===== src/rtl/bba_encoder.sv =====
// Priority encoder that finds the lowest clear bit of a vector.
// Serves the word summary, the byte summary and the bitmap byte search.
// No dependencies.
module bba_encoder #(
   parameter int WIDTH = 32
) (
   input  logic [WIDTH-1:0]                            bits,
   output logic                                        found,
   output logic [((WIDTH > 1) ? $clog2(WIDTH) : 1)-1:0] index
);

   localparam int IW = (WIDTH > 1) ? $clog2(WIDTH) : 1;

   // Scan from the top so that the lowest clear bit wins.
   always_comb begin
      found = ~(&bits);
      index = '0;
      for (int i = WIDTH - 1; i >= 0; i--) begin
         if (!bits[i]) begin
            index = IW'(i);
         end
      end
   end

endmodule


===== config.mk =====
export PLATFORM = sky130hd
export DESIGN_NAME = bba_encoder
export DESIGN_NICKNAME = d
export VERILOG_FILES = /design/src/rtl/bba_encoder.sv
export SDC_FILE = /design/constraint.sdc
export NUM_CORES = 1
export LEC_CHECK = 0
export ABC_AREA = 1
export BUFFER_PORTS_ARGS = -buffer_cell sky130_fd_sc_hd__buf_2
export CAP_MARGIN = 20
export CORE_AREA = 4 4 41 43
export DETAILED_ROUTE_END_ITERATION = 6
export DIE_AREA = 0 0 45 47
export PLACE_DENSITY = 0.7
export SYNTH_ARGS = -nofsm -noshare
export SYNTH_HDL_FRONTEND = slang
export SYNTH_SLANG_ARGS = --single-unit
export TNS_END_PERCENT = 50

===== constraint.sdc =====
create_clock -name vclk -period 1.8
set_input_delay 0.09 -clock vclk [all_inputs]
set_output_delay 0.09 -clock vclk [all_outputs]
set_load 0.01 [all_outputs]

Word-level counts from Yosys, hierarchy flattened
Cells that the tools add are included.

Bits in registers: 0. Input port bits: 32. Output and inout port bits: 6. Word-level logic and storage cells: 34.

Mux-type cells: 32. Bitwise logic cells: 1. Reductions and logical operators: 1.

Operator list (count): 5-bit 2-to-1 mux (32); 32-bit AND reduction (1); 1-bit inverter (1).

Logic depth before layout (Yosys ltp)
Gate-level depths: netlist (run 1).

Word-level depth: 32. Depth in mapped cells: 31. Mapped depth without buffers: 31.

Worst setup path after synthesis (run 1)
No wires, ideal clock.

Path type: input to output. Start point: in bits[31]. End point: out index[0] in the netlist's numbering. Arrival time: 1.495 ns. Required time: 1.710 ns. Path slack: 0.215 ns. Stages: 31. Path buffers: 0. Path through: inv_1 > nand2_1 > nand2_1 > nand2_1 > nand2_1 > nand2_1 > nand2_1 > nand2_1 > nand2_1 > nand2_1 > nand2_1 > nand2_1 > nand2_1 > nand2_1 > nand2_1 > nand2_1 > nand2_1 > nand2_1 > nand2_1 > nand2_1 > nand2_1 > nand2_1 > nand2_1 > nand2_1 > nand2_1 > nand2_1 > nand2_1 > nand2_1 > nand2_1 > nand2_1 > a21oi_2.

Longest elaborated chain between the ends: 32.

RTL lines: start, declared (RTL line 7) `input logic [WIDTH-1:0] bits,`; 5-bit 2-to-1 mux (32 in a row) (RTL line 19) `if (!bits[i]) begin`; end, declared (RTL line 9) `output logic [((WIDTH > 1) ? $clog2(WIDTH) : 1)-1:0] index`.

No other way between the ends.

Worst setup path after layout (run 1)
Ends and elaborated chain as after synthesis.

==> results of run 1 <==
path summary, 6_finish.rpt:
kind | end | cells after the start | slack (ns) | start
worst min-delay path | index[0] | 3 | 0.46 | bits[1]
worst max-delay path | index[0] | 33 | -0.10 | bits[31]
metrics by stage:
stage | power [uW] | utilization | hold WS [ns]
4_1_cts | 101 | 0.438 | 0.463
3_5_place_dp | 101 | 0.438 | 0.463
3_3_place_gp | 98.6 | 0.438 | 0.461
2_1_floorplan | 42.8 | - | 0.231
5_1_grt | 114 | 0.438 | 0.481
6_report | 101 | 0.438 | 0.462
cell usage in the layout (no fill, tap or decap):
cell	count
a21oi_1	1
a21oi_2	1
a31oi_1	3
buf_2	38
buf_4	3
inv_1	5
nand2_1	46
nand3_1	2
nand4_1	4
nor2_1	15
nor3_1	2
o21ai_0	1
o21bai_1	1
timing repair:
action	CTS	global route
endpoints found under the setup margin	1	1
buffers inserted	0	0
hold buffers	0	0
pin swaps	0	2
cell families (layout without fill, tap and decap cells):
| group | Yosys count | in the layout | share of synthesized area |
|---|---|---|---|
| simple gates | 69 | 69 | 0.811 |
| buf+inv | 5 | 46 | 0.0556 |
| compound gates | 7 | 7 | 0.133 |
routing by layer:
metal  vias to the layer above  wire length [um]  global-route usage
met5                         -                 0                   0
met4                         0                 0                   0
met2                        18               680               0.229
met3                         0                72                   0
li1                        343                 -                   -
met1                       267               471              0.0966
final cells by class:
class | instances | area share
inverters | 5 | 0.0330
multi-input cells | 76 | 0.560
well taps | 15 | 0.0330
repair buffers | 41 | 0.374
power groups by stage:
stage	clock network, uW	logic (uW)	registers, uW
2_1_floorplan	0	42.8	0
3_3_place_gp	0	98.6	0
3_5_place_dp	0	101	0
4_1_cts	0	101	0
5_1_grt	0	114	0
6_report	0	101	0
==> impl_metrics.ini, run 1 <==
[sta]
worst_pin_slew_ns = 0.243
finalHoldViolations = 0
fin_crit_ns = 1.90
rsz0062_at_grt = yes
finalSetupViolCount = 1
drv_slew = 0
fmax_mhz = 526
slew-limit-headroom = 0.837
fin_crit_sh = 1.06
setup_slack_ns = -0.101
setup_tns_ns = -0.101

[power]
clockPowerShare = 0
netSwitchingFraction = 0.498
p_seq_frac = 0
peakVddDrop_uv = 63.2
powerDensity_mw_per_mm2 = 177
p_int_uw = 50.5
combPwrFrac = 1.000
p_leak_uw = 0.000342
p_sw_uw = 50.1

[floorplan]
die_y_um = 47
die_w_um = 45
fp-row-count = 13
pin_count = 38
start_util = 0.260
core_mm2 = 0.00130
die_area_mm2 = 0.00212

[global_route]
grt-ovfl-total = 0
grt_usage = 0.0976
grt_pass1_wl_mm = 1.68
grt_pass1_vias = 507
grt_max_degree = 4
grt_antenna_before_repair = 0

[cells_and_area]
finalNonFillerCells = 137
diodes = 0
nFillCells = 166
seq_cells = 0
synthToLayoutAreaGrowth_pct = 68.5
multi_input_area_um2 = 319
nets = 156
n_clock_buffer = 0
final_area_um2 = 569
final_layout_size_suffix_gt1_frac = 0.344
seqCellArea_um2 = 0

[clock_tree]
cts_resized = 0

[routing]
vias_per_cell = 4.58
drt_pass1_iterations = 4
finalWirelength_mm = 1.23
drtIter0Drc = 14
drtAntennaViolNets = 0
wl_per_cell_um = 8.94
drc = 0
num_vias = 628

[worst_setup_path]
slowest_stage = buf_2
crit_buf_inv = 3
cpMostUsedCell = nand2_1
cp_data_required_time_ns = 1.71
critPathKind = input pin to output port
critPathTopFamily = simple AND/OR/NAND/NOR gates
crit_arrival_ns = 1.81
end_kind = output port
path_max_fanout = 2
critPathMaxStageDelay_ns = 0.13
startpoint_type = input pin

[synthesis]
synth_top_area_share = 0.511
ys_top_cells_by_count = nand2_1 (46), nor2_1 (15), inv_1 (5)
synthesis.area_um2 = 338
synth_most_common_cell = nand2_1
seq_area_frac_synth = 0
synthCells = 81
synth_top_cell_by_area = nand2_1
ys_warn_count = 0
netlist_top_cells_area = nand2_1 (51%), nor2_1 (17%), nand4_1 (7.4%)
avgSynthCellArea_um2 = 4.17
yosys.cell_types.count = 11
syn-num-nets = 113

[placement]
dpl-instance-area_um2 = 569
placed_cells = 137
portBuffers = 38
dpl.hpwl_mm = 1.11
place.gp.congestion = 0.697
dp_slack_ns = -0.118

[run_status]
status = finished, violations left
violations = setup timing

[worst_hold_path]
holdCritPathClass = input pin to output port

[flow_run]
maxCapViolations = 0
Power figures use the tool's default switching activity.
==> inputs of run 2 (changes only) <==
--- a/config.mk
+++ b/config.mk
@@ -11,7 +11,8 @@
 export CORE_AREA = 4 4 41 43
 export DETAILED_ROUTE_END_ITERATION = 6
 export DIE_AREA = 0 0 45 47
-export PLACE_DENSITY = 0.7
+export GPL_ROUTABILITY_DRIVEN = 0
+export PLACE_DENSITY = 0.74
 export SYNTH_ARGS = -nofsm -noshare
 export SYNTH_HDL_FRONTEND = slang
 export SYNTH_SLANG_ARGS = --single-unit
==> constraint.sdc (replaced) <==
create_clock -name vclk -period 2.4
set_input_delay 0.12 -clock vclk [all_inputs]
set_output_delay 0.12 -clock vclk [all_outputs]
set_load 0.01 [all_outputs]
==> impl_metrics.ini, run 2 (synthesis results as in run 1) <==
[placement]
dpl.hpwl_mm = 1.06
placed_cells = 134
portBuffers = 38

[power]
p_seq_frac = 0
p_leak_uw = 0.000327
p_int_uw = 34.9
netSwitchingFraction = 0.517
peakVddDrop_uv = 49.1
p_total_uw = 72.3
p_sw_uw = 37.4
clockPowerShare = 0
combPwrFrac = 1.000
powerDensity_mw_per_mm2 = 132

[global_route]
grt_pass1_wl_mm = 1.46
grt_antenna_before_repair = 0
grt-ovfl-total = 0
grt_pass1_vias = 460
grt_usage = 0.0858
grt_max_degree = 4

[routing]
drc = 0
drtAntennaViolNets = 0
vias_per_cell = 4.57
num_vias = 612
wl_per_cell_um = 8.57
drtIter0Drc = 6
drt_pass1_iterations = 4
finalWirelength_mm = 1.15

[floorplan]
pin_count = 38
start_util = 0.260
die_w_um = 45
core_mm2 = 0.00130
fp-row-count = 13
die_y_um = 47
die_area_mm2 = 0.00212

[sta]
fmax_mhz = 499
setup_tns_ns = 0
slew-limit-headroom = 0.849
fin_crit_ns = 2.00
finalHoldViolations = 0
timing.hold.ws_ns = 0.528
fin_crit_sh = 0.834
finalSetupViolCount = 0
rsz0062_at_grt = no
worst_pin_slew_ns = 0.226
drv_slew = 0

[worst_setup_path]
cpMostUsedCell = nand2_1
critPathTopFamily = simple AND/OR/NAND/NOR gates
cp_data_required_time_ns = 2.28
critPathKind = input pin to output port
slowest_stage = buf_2
critPathMaxStageDelay_ns = 0.14
crit_buf_inv = 3
startpoint_type = input pin
crit_arrival_ns = 1.88
path_max_fanout = 3
end_kind = output port

[cells_and_area]
n_clock_buffer = 0
final_layout_size_suffix_gt1_frac = 0.328
synthToLayoutAreaGrowth_pct = 61.9
nets = 153
multi_input_area_um2 = 319
seq_cells = 0
fin_util = 0.420
nFillCells = 162
seqCellArea_um2 = 0
final_cell_mix = nand2_1 (46), buf_2 (38), nor2_1 (15)
mostFrequentLayoutCell = nand2_1
diodes = 0
finalNonFillerCells = 134

[worst_hold_path]
holdCritPathClass = input pin to output port

[clock_tree]
post-cts-setup-buffer-count = 0
cts_hold_buf = 0
cts_resized = 0

[run_status]
status = complete, no violations

[flow_run]
maxCapViolations = 0
## run 2: cell count changes in the layout (fill, tap and decap cells not counted)
| cell | before | now |
|---|---|---|
| buf_4 | 3 | 0 |
## run 2: final timing paths
path  startpoint       end  slack, ns  cells past startpoint
max     bits[31]  index[0]       0.40                     33
min      bits[1]  index[0]       0.53                      3
## run 2: layout make-up
class | instances | share of cell area
Tap cell | 15 | 0.0343
Multi-Input combinational cell | 76 | 0.584
Timing Repair Buffer | 38 | 0.348
Inverter | 5 | 0.0343
## run 2: power groups by stage
| stage | Sequential, uW | Combinational [uW] | Clock, uW |
|---|---|---|---|
| detailed placement | 0 | 72.5 | 0 |
| finish | 0 | 72.3 | 0 |
| global route | 0 | 81.7 | 0 |
| global placement | 0 | 70.0 | 0 |
| CTS | 0 | 72.8 | 0 |
| floorplan | 0 | 32.1 | 0 |
## run 2: metal layers
metal,vias to the layer above,track usage,wire length [um]
li1,339,-,-
met1,259,0.0809,456
met2,14,0.206,612
met3,0,0,80
met4,0,0,0
met5,-,0,0
## run 2: stage by stage
step	area (um2)	worst slack, ns
2_1_floorplan	338	0.755
5_1_grt	547	0.0656
6_report	547	0.397
4_1_cts	547	0.366
3_3_place_gp	547	0.448
3_5_place_dp	547	0.373
## run 2: worst min-delay path, stage by stage
cell	delay, ns
buf_2	0.11
a21oi_2	0.05
buf_2	0.13
